**config.mk**
```make
export PLATFORM = sky130hd
export DESIGN_NAME = mlcd_ctrl
export DESIGN_NICKNAME = d
export VERILOG_FILES = /design/src/rtl/core/mlcd_pkg.sv /design/src/rtl/core/mlcd_ctrl.sv
export VERILOG_INCLUDE_DIRS = /design/src /design/src/rtl/core
export SDC_FILE = /design/constraint.sdc
export NUM_CORES = 1
export LEC_CHECK = 0
export BUFFER_PORTS_ARGS = -buffer_cell sky130_fd_sc_hd__buf_2
export CAP_MARGIN = 25
export CORE_AREA = 2 2 39 41
export DETAILED_ROUTE_END_ITERATION = 10
export DIE_AREA = 0 0 41 43
export PLACE_DENSITY = 0.67
export SYNTH_ARGS = -nofsm -noshare
export SYNTH_HDL_FRONTEND = slang
export SYNTH_SLANG_ARGS = --single-unit
```
**constraint.sdc**
```tcl
create_clock -name clk -period 1.5 [get_ports clk]
set_clock_uncertainty 0.2 [all_clocks]
set_input_delay 0.15 -clock clk [delete_from_list [all_inputs] [get_ports clk]]
set_output_delay 0.15 -clock clk [all_outputs]
set_load 0.01 [all_outputs]
```
**src/rtl/core/assert_macros.svh**
```systemverilog
// ---------------------------------------------------------------------------
// Assertion macros shared by the receiver core RTL.
// Each macro uses the clk and rst_n of the module that includes it.
// ---------------------------------------------------------------------------
`ifndef ASSERT_MACROS_SVH
`define ASSERT_MACROS_SVH
`ifndef SYNTHESIS
// same-cycle implication
`define AST_IMP(label, ante, cons) \
    label: assert property (@(posedge clk) disable iff (!rst_n) (ante) |-> (cons)) \
        else $error("assertion failed");
// next-cycle implication
`define AST_NXT(label, ante, cons) \
    label: assert property (@(posedge clk) disable iff (!rst_n) (ante) |=> (cons)) \
        else $error("assertion failed");
`else
`define AST_IMP(label, ante, cons)
`define AST_NXT(label, ante, cons)
`endif
`endif

```
**src/rtl/core/mlcd_pkg.sv**
```systemverilog
// ---------------------------------------------------------------------------
// mlcd_pkg
// Constants, codes and controller/datapath interface types of the
// memory-LCD panel receiver core.
// ---------------------------------------------------------------------------
package mlcd_pkg;

    localparam int LINE_BYTES   = 50;
    localparam int PANEL_HEIGHT = 240;
    localparam int PANEL_WIDTH  = 400;
    localparam int TX_BYTES     = 16384;

    localparam int IMG_BYTES = PANEL_HEIGHT * LINE_BYTES;
    localparam int IMG_AW    = $clog2(IMG_BYTES);
    localparam int TX_AW     = $clog2(TX_BYTES);
    localparam int LEN_W     = $clog2(TX_BYTES + 1);
    localparam int PW        = LEN_W + 1;
    localparam int CNT_W     = (LINE_BYTES > 1) ? $clog2(LINE_BYTES) : 1;
    localparam int ROW_W     = (PANEL_HEIGHT > 1) ? $clog2(PANEL_HEIGHT) : 1;
    localparam int XY_W      = 10;

    localparam logic [7:0] MODE_WRITE = 8'h01;
    localparam logic [7:0] MODE_VCOM  = 8'h02;
    localparam logic [7:0] MODE_CLEAR = 8'h04;

    typedef enum logic [2:0] {
        FN_SELECT   = 3'd0,
        FN_DESELECT = 3'd1,
        FN_DATA     = 3'd2,
        FN_QUERY    = 3'd3,
        FN_CLR_CNT  = 3'd4
    } func_t;

    typedef enum logic [3:0] {
        ST_IDLE,
        ST_RESP,
        ST_PIX_RD,
        ST_PIX_EVAL,
        ST_MODE_RD,
        ST_MODE_APPLY,
        ST_PARSE,
        ST_LINE,
        ST_COPY_RD,
        ST_COPY_WR,
        ST_FINISH
    } state_t;

    typedef struct packed {
        logic accept;
        logic select;
        logic deselect;
        logic push;
        logic ctr_clear;
        logic pix_read;
        logic pix_eval;
        logic mode_read;
        logic mode_apply;
        logic parse_read;
        logic line_load;
        logic copy_read;
        logic copy_write;
        logic pos_skip;
        logic len_clear;
    } cmd_t;

    typedef struct packed {
        logic len_zero;
        logic mode_clear;
        logic mode_write;
        logic parse_more;
        logic line_ok;
        logic copy_last;
    } status_t;

    // line addresses travel LSB first
    function automatic logic [7:0] flip8(input logic [7:0] b);
        logic [7:0] r;
        for (int k = 0; k < 8; k++)
        begin
            r[7 - k] = b[k];
        end
        return r;
    endfunction

endpackage

```
**src/rtl/core/mlcd_ctrl.sv**
```systemverilog
// ---------------------------------------------------------------------------
// mlcd_ctrl
// Sequencer of the receiver core: decodes commands, walks the transaction
// apply (mode byte, line records, byte copy) and the pixel read.
// ---------------------------------------------------------------------------
`include "assert_macros.svh"

module mlcd_ctrl (
    input  logic              clk,
    input  logic              rst_n,
    input  logic              start,
    input  logic [2:0]        func,
    input  mlcd_pkg::status_t status,
    output mlcd_pkg::cmd_t    cmd,
    output logic              busy,
    output logic              done
);
    import mlcd_pkg::*;

    state_t state_reg;
    state_t state_next;

    always_ff @(posedge clk or negedge rst_n)
    begin
        if (!rst_n)
        begin
            state_reg <= ST_IDLE;
        end
        else
        begin
            state_reg <= state_next;
        end
    end

    always_comb
    begin
        state_next = state_reg;
        cmd        = '0;
        busy       = (state_reg != ST_IDLE);
        done       = 1'b0;
        case (state_reg)
            ST_IDLE:
            begin
                if (start)
                begin
                    cmd.accept = 1'b1;
                    state_next = ST_RESP;
                    case (func)
                        FN_SELECT:   cmd.select = 1'b1;
                        FN_DESELECT:
                        begin
                            cmd.deselect = 1'b1;
                            state_next   = ST_MODE_RD;
                        end
                        FN_DATA:     cmd.push = 1'b1;
                        FN_QUERY:    state_next = ST_PIX_RD;
                        FN_CLR_CNT:  cmd.ctr_clear = 1'b1;
                        default:     state_next = ST_RESP;
                    endcase
                end
            end
            ST_RESP:
            begin
                done       = 1'b1;
                state_next = ST_IDLE;
            end
            ST_PIX_RD:
            begin
                cmd.pix_read = 1'b1;
                state_next   = ST_PIX_EVAL;
            end
            ST_PIX_EVAL:
            begin
                cmd.pix_eval = 1'b1;
                state_next   = ST_RESP;
            end
            ST_MODE_RD:
            begin
                if (status.len_zero)
                begin
                    state_next = ST_FINISH;
                end
                else
                begin
                    cmd.mode_read = 1'b1;
                    state_next    = ST_MODE_APPLY;
                end
            end
            ST_MODE_APPLY:
            begin
                cmd.mode_apply = 1'b1;
                // clear wins over write
                if (!status.mode_clear && status.mode_write)
                begin
                    state_next = ST_PARSE;
                end
                else
                begin
                    state_next = ST_FINISH;
                end
            end
            ST_PARSE:
            begin
                if (status.parse_more)
                begin
                    cmd.parse_read = 1'b1;
                    state_next     = ST_LINE;
                end
                else
                begin
                    state_next = ST_FINISH;
                end
            end
            ST_LINE:
            begin
                cmd.line_load = 1'b1;
                if (status.line_ok)
                begin
                    state_next = ST_COPY_RD;
                end
                else
                begin
                    cmd.pos_skip = 1'b1;
                    state_next   = ST_PARSE;
                end
            end
            ST_COPY_RD:
            begin
                cmd.copy_read = 1'b1;
                state_next    = ST_COPY_WR;
            end
            ST_COPY_WR:
            begin
                cmd.copy_write = 1'b1;
                if (status.copy_last)
                begin
                    cmd.pos_skip = 1'b1;
                    state_next   = ST_PARSE;
                end
                else
                begin
                    state_next = ST_COPY_RD;
                end
            end
            ST_FINISH:
            begin
                cmd.len_clear = 1'b1;
                state_next    = ST_RESP;
            end
            default:
            begin
                state_next = ST_IDLE;
            end
        endcase
    end

    `AST_IMP(a_done_busy, done, busy)
    `AST_NXT(a_done_idle, done, !busy)
    `AST_NXT(a_accept_busy, start && !busy, busy)

endmodule

```
# Yosys cells after proc, flatten, opt, wreduce, memory -nomap -nowiden

Cells that the tools add are included.

Flip-flop bits (word level): 4
Bits of input ports: 12
Output and inout port bits: 17
Logic and storage cells: 51

Eq/ne operators: 15
Multiplexer cells: 29
Reduce and logical (&&, ||, !) cells: 6

Operators with widths:

| operator                                       | number |
|---|---|
| one-hot mux 4 bit (9 select lines)             | 1 |
| 2-to-1 mux 4 bit                               | 6 |
| 2-to-1 mux 1 bit                               | 18 |
| == test 4 x 3 -> 1 bit (second input constant) | 4 |
| == test 4 bit (second input constant)          | 3 |
| 2-to-1 mux 5 bit                               | 2 |
| == test 4 x 2 -> 1 bit (second input constant) | 2 |
| == test 3 x 2 -> 1 bit (second input constant) | 2 |
| one-hot mux 3 bit (2 select lines)             | 1 |
| == test 4 x 1 -> 1 bit (second input constant) | 1 |
| logical NOT 4 bit                              | 1 |
| nonzero test 4 bit                             | 1 |
| == test 3 x 1 -> 1 bit (second input constant) | 1 |
| == test 3 bit (second input constant)          | 1 |
| logical NOT 3 bit                              | 1 |
| != test 2 bit (second input constant)          | 1 |
| one-hot mux 1 bit (2 select lines)             | 1 |
| OR reduction 2 bit                             | 1 |
| logical AND 1 bit                              | 1 |
| logical NOT 1 bit                              | 1 |

# Logic depth before layout (Yosys ltp)

Gate-level depths: netlist (run 1).

Depth in word-level cells: 4
Depth in mapped cells: 6
Depth with buffers taken out: 5

# Worst setup path after synthesis (run 1)

No wires, ideal clock.

Path kind: register -> output
Start point: register state_reg[3]
End point: output cmd[11] in the netlist's numbering
Data arrival time: 1.367 ns
Required time: 1.150 ns
Path slack: -0.217 ns
Stages on the path, launching flop included: 5
Path buffers: 1
Cell sequence: dfrtp_1 -> buf_6 -> nor4_4 -> nand2_2 -> nor4b_1

RTL lines:

| item                   | RTL line        | RTL |
|---|---|---|
| start, declared        | mlcd_ctrl.sv:20 | `state_t state_reg;` |
| start signal, assigned | mlcd_ctrl.sv:31 | `state_reg <= state_next;` |
| end, declared          | mlcd_ctrl.sv:14 | `output mlcd_pkg::cmd_t cmd,` |

==> results of run 1 <==
==> timing repair <==
action,4_1_cts,5_1_grt
endpoints found under the hold margin,4,0
gates resized for setup,42,21
pin swaps,17,9
setup endpoints to repair,21,21
hold buffers,1,0
setup buffers,14,6
==> metrics by stage <==
step / worst slack (ps) / util [%] / total power, mW
floorplan: -111 / - / 0.812
global placement: -160 / 50.2 / 1.11
detailed placement: -168 / 50.2 / 1.12
CTS: -363 / 72.5 / 1.79
global route: -477 / 82.6 / 2.30
finish: -399 / 82.6 / 2.19
==> kinds of logic (layout without fill, tap and decap cells) <==
logic type | count (synthesis) | in the layout | synth area share [%]
flops | 4 | 4 | 20.9
mux | 1 | 1 | 2.09
buf+inv | 8 | 63 | 9.95
simple gates | 35 | 35 | 45.8
compound gates | 15 | 15 | 21.2
==> where the power goes <==
group,internal (mW),switching (mW)
Clock,0.0899,0.0499
Sequential,0.152,0.0500
Combinational,0.942,0.908
Total,1.18,1.01
==> layer usage <==
| metal | track usage [%] | vias up | wire (um) |
|---|---|---|---|
| li1 | - | 338 | - |
| met1 | 26.1 | 342 | 907 |
| met2 | 38.8 | 35 | 1240 |
| met3 | 2.62 | 8 | 116 |
| met4 | 12.7 | 0 | 67 |
| met5 | 0 | - | 0 |
==> cells in the mapped netlist <==
cell	number
a21o_1	1
o311ai_0	1
inv_1	3
a21oi_2	1
nand2b_2	1
nor3b_1	2
o21a_1	1
nand2_1	3
nor3_1	6
nor4b_1	1
nand2_2	1
nor4b_2	1
o21bai_1	1
buf_2	2
a22oi_1	1
dfrtp_1	4
nor2b_1	1
mux2i_1	1
o21ai_1	1
buf_6	2
a31oi_1	1
nand2b_1	7
nor3_2	1
o21ai_0	1
inv_2	1
a221oi_1	1
a211o_1	1
nor4_4	1
nor4_1	2
a21oi_1	4
nor2_1	8
==> path summary, 6_finish.rpt <==
path	slack (ps)	endpoint	cells after the start
hold / removal	2	state_reg[3]	3
setup / recovery	-400	cmd[1]	7
setup reg to reg	-330	state_reg[2]	7
max in group asynchronous	930	state_reg[0]	2
hold reg to reg	650	state_reg[3]	2
min in group asynchronous	40	state_reg[3]	2
==> worst register-to-register path, cell delays in order (launching register included) <==
cell and delay [ps]:
dfrtp_1 400, buf_4 150, buf_6 110, buf_8 130, buf_4 140, mux2i_4 200
a221oi_4 290, a21oi_2 90
==> final cells by class <==
type / count / area [sq um] / share of cell area, %
Multi-Input combinational cell: 51 / 542 / 47.4
Timing Repair Buffer: 56 / 442 / 38.6
Sequential cell: 4 / 100 / 8.75
Clock buffer: 3 / 22.5 / 1.97
Tap cell: 16 / 20.0 / 1.75
Inverter: 4 / 17.5 / 1.53
==> impl_metrics.env, run 1 <==
export IMPL_overflow=0
export IMPL_grt_pass1_vias=611
export IMPL_track_usage_pct=23.0
export IMPL_maxSlewHeadroom_pct=84.2
export IMPL_cp_data_required_time_ps=1150
export IMPL_setup_tns_ps=-5840
export IMPL_finalHoldWorstSlack_ps=1.60
export IMPL_path_class="reg -> out"
export IMPL_viasPerCell=5.40
export IMPL_largest_reg_flops=4
export IMPL_drive_above_1_share_pct=79.7
export IMPL_violations="negative setup slack"
export IMPL_r2r_start="state_reg[1]"
export IMPL_max_freq_ghz=0.527
export IMPL_dp_cells=112
export IMPL_crit_fanout=7
export IMPL_synth_top_area_share_pct=20.9
export IMPL_dp_hpwl_um=1030
export IMPL_area_delta_synth_final_pct=139
export IMPL_critPathMaxStageDelay_ps=400
export IMPL_hold_path_class="in -> reg"
export IMPL_syn_inst=63
export IMPL_cts_buffers_inserted=3
export IMPL_hold_viol=0
export IMPL_layout_common_cells="24 x buf_2, 19 x buf_6, 11 x buf_4, 5 x nor2_4"
export IMPL_synth_nets=75
export IMPL_crit_arrival_ps=1550
export IMPL_postLayoutCellArea_sq_um=1140
export IMPL_die_w_um=41
export IMPL_critPathLaunchType="flip-flop"
export IMPL_ant_nets=0
export IMPL_power_density_nw_per_um2=1920
export IMPL_path_buf_inv=5
export IMPL_cts_root_buf="clkbuf_4"
export IMPL_setup_slack_ps=-399
export IMPL_drt_iter0_drc=38
export IMPL_die_y_um=43
export IMPL_grt_antenna_before_repair=0
export IMPL_crit_slowest_cell="dfrtp_1"
export IMPL_cts_clk_slew_worst_paths_ps=40
export IMPL_maxSlewViolCount=0
export IMPL_layout_nets=132
export IMPL_yosysUniqueCellTypes=31
export IMPL_rsz0062_at_grt="true"
export IMPL_grt_pass1_wl_um=2730
export IMPL_drt_pass1_iter_count=4
export IMPL_stdcell_count=134
export IMPL_seq_area_frac_synth_pct=20.9
export IMPL_final_fill_count=77
export IMPL_final_common_cell="buf_2"
export IMPL_maxCapViolations=0
export IMPL_status="finished with violations"
export IMPL_worstSetupEndpointType="output pin"
export IMPL_die_area_sq_um=1760
export IMPL_core_area_sq_um=1380
export IMPL_layout_min_cycle_time_ps=1900
export IMPL_yosysTopAreaCell="dfrtp_1"
export IMPL_drt_drc_violations_left=0
export IMPL_place_area_sq_um=694
export IMPL_std_cell_rows=14
export IMPL_clock_sinks=4
export IMPL_diodes=0
export IMPL_synth_area_top_cells="dfrtp_1 21%, nand2b_1 9.2%, nor3_1 6.3%"
export IMPL_crit_chain="buf_4 -> buf_6 -> buf_8 -> nor3b_2 -> o21ai_1 -> inv_1 -> buf_2"
export IMPL_vdd_drop_max_uv=1320
export IMPL_ys_ff_latch=4
export IMPL_routabilityCongestion=0.809
export IMPL_htreeDepth=1
export IMPL_portBuffers=28
export IMPL_min_from="status[1]"
export IMPL_grt_max_degree=15
export IMPL_start_util_pct=34.5
export IMPL_ys_warn_count=0
export IMPL_syn_area_per_cell_sq_um=7.59
export IMPL_cts_tree="done"
export IMPL_power_leakage_nw=0.529
export IMPL_wl_um=2330
export IMPL_synth_area_sq_um=478
export IMPL_dr_total_vias=723
export IMPL_crit_family="buffers and inverters"
export IMPL_fin_crit_sh_pct=127
export IMPL_cts_buffer_depth=2
export IMPL_crit_start="state_reg[1]"
export IMPL_wl_per_cell_um=17.4
export IMPL_tightestPinTransition_ps=231
export IMPL_setup_viol=21
export IMPL_clk_latency_ps=240
export IMPL_io_pins=29
Power figures use the tool's default switching activity.
==> run 2: changes to the inputs <==
HOLD_SLACK_MARGIN = 0.03   (was not set)
==> impl_metrics.env, run 2 (synthesized netlist as in run 1, its figures left out) <==
export IMPL_reg2reg_slack_ps=-330
export IMPL_cts_tree="done"
export IMPL_crit_arrival_ps=1550
export IMPL_overflow=0
export IMPL_layout_common_cells="24 x buf_2, 20 x buf_6, 11 x buf_4, 5 x nor2_4"
export IMPL_die_y_um=43
export IMPL_diodes=0
export IMPL_final_common_cell="buf_2"
export IMPL_dp_hpwl_um=1030
export IMPL_clk_latency_ps=230
export IMPL_wl_um=2160
export IMPL_cts_buffers_inserted=3
export IMPL_drt_iter0_drc=14
export IMPL_tightestPinTransition_ps=243
export IMPL_track_usage_pct=23.1
export IMPL_critPathLaunchType="flip-flop"
export IMPL_grt_max_degree=15
export IMPL_setup_slack_ps=-400
export IMPL_violations="negative setup slack"
export IMPL_drive_above_1_share_pct=79.8
export IMPL_drt_pass1_iter_count=4
export IMPL_grt_pass1_wl_um=2770
export IMPL_largest_reg_flops=4
export IMPL_wl_met2_um=1120
export IMPL_dr_total_vias=707
export IMPL_r2r_cells=7
export IMPL_max_freq_ghz=0.526
export IMPL_status="finished with violations"
export IMPL_fin_util_pct=84.3
export IMPL_layout_min_cycle_time_ps=1900
export IMPL_maxSlewViolCount=0
export IMPL_fin_crit_sh_pct=127
export IMPL_top_layer="met4"
export IMPL_drt_drc_violations_left=0
export IMPL_power_density_nw_per_um2=1880
export IMPL_route_met3_wl_um=70
export IMPL_wl_met1_um=888
export IMPL_maxCapViolations=0
export IMPL_htreeDepth=1
export IMPL_maxSlewHeadroom_pct=83.4
export IMPL_finalHoldWorstSlack_ps=73.8
export IMPL_rsz0062_at_grt="true"
export IMPL_core_area_sq_um=1380
export IMPL_start_util_pct=34.5
export IMPL_grt_pass1_vias=606
export IMPL_path_class="reg -> out"
export IMPL_setup_viol=21
export IMPL_hold_path_class="in -> async"
export IMPL_std_cell_rows=14
export IMPL_r2r_start="state_reg[1]"
export IMPL_grt_antenna_before_repair=0
export IMPL_cp_data_required_time_ps=1150
export IMPL_crit_fanout=7
export IMPL_portBuffers=28
export IMPL_worstSetupEndpointType="output pin"
export IMPL_ant_nets=0
export IMPL_power_leakage_nw=0.522
export IMPL_die_area_sq_um=1760
export IMPL_timing_rr_end="state_reg[2]"
export IMPL_area_delta_synth_final_pct=144
export IMPL_clock_sinks=4
export IMPL_cts_clk_slew_worst_paths_ps=40
export IMPL_vdd_drop_max_uv=1280
export IMPL_die_w_um=41
export IMPL_viasPerCell=5.24
export IMPL_cts_buffer_depth=2
export IMPL_io_pins=29
export IMPL_wl_per_cell_um=16.0
export IMPL_layout_nets=133
export IMPL_cts_root_buf="clkbuf_4"
export IMPL_final_fill_count=70
export IMPL_hold_viol=0
export IMPL_routabilityCongestion=0.809
-- run 2: cell types whose count changed in the layout (fill, tap and decap cells not counted), sizes merged --
cell and change:
dlygate4sd3 +1
-- run 2: through the flow --
stage	std cells	total power [mW]	setup WS (ps)	setup TNS [ps]	instance area (sq um)
finish	135	2.19	-400	-5750	1170
global route	135	2.32	-470	-6920	1170
CTS	130	1.79	-363	-4010	1010
detailed placement	112	1.12	-168	-1160	694
global placement	112	1.11	-160	-1010	694
floorplan	63	0.812	-111	-347	499
-- run 2: final cells by class --
cell class	instances	area [sq um]	area share (%)
sequential	4	100	8.58
multi-input combinational	51	558	47.9
tap	16	20.0	1.72
clock buffer	3	22.5	1.93
timing repair buffer	57	448	38.4
inverter	4	17.5	1.50
-- run 2: layer usage --
metal  vias up  GRT usage (%)
met5         -              0
met4         0           9.33
met3         6          0.524
met2        25           38.4
met1       336           29.6
li1        340              -
-- run 2: worst max path at each step --
stage | from | endpoint | slack, ps | cells past startpoint
3_3_place_gp | state_reg[3] | cmd[10] | -160 | 4
6_report | state_reg[1] | cmd[1] | -400 | 7
4_1_cts | state_reg[1] | cmd[11] | -360 | 4
5_1_grt | state_reg[1] | done | -470 | 7
3_5_place_dp | state_reg[3] | cmd[10] | -170 | 4
2_1_floorplan | state_reg[3] | cmd[11] | -110 | 4
-- run 2: worst max-delay path, stage by stage (launching register included) --
cell and delay, ps:
dfrtp_1 390, buf_4 150, buf_6 110, buf_6 130
nor3b_2 150, o21ai_1 210, inv_1 60, buf_2 140
-- run 2: where the power goes --
part           leakage [nW]  switching [mW]  internal (mW)
Sequential           0.0539          0.0477          0.152
Combinational         0.454           0.919          0.941
Clock                0.0138          0.0389         0.0892
-- run 2: repair_timing --
action,4_1_cts,5_1_grt
pin swaps,17,10
gates resized for setup,42,21
hold buffers,2,0
hold endpoints to repair,5,0
endpoints found under the setup margin,21,21
setup buffers,14,5
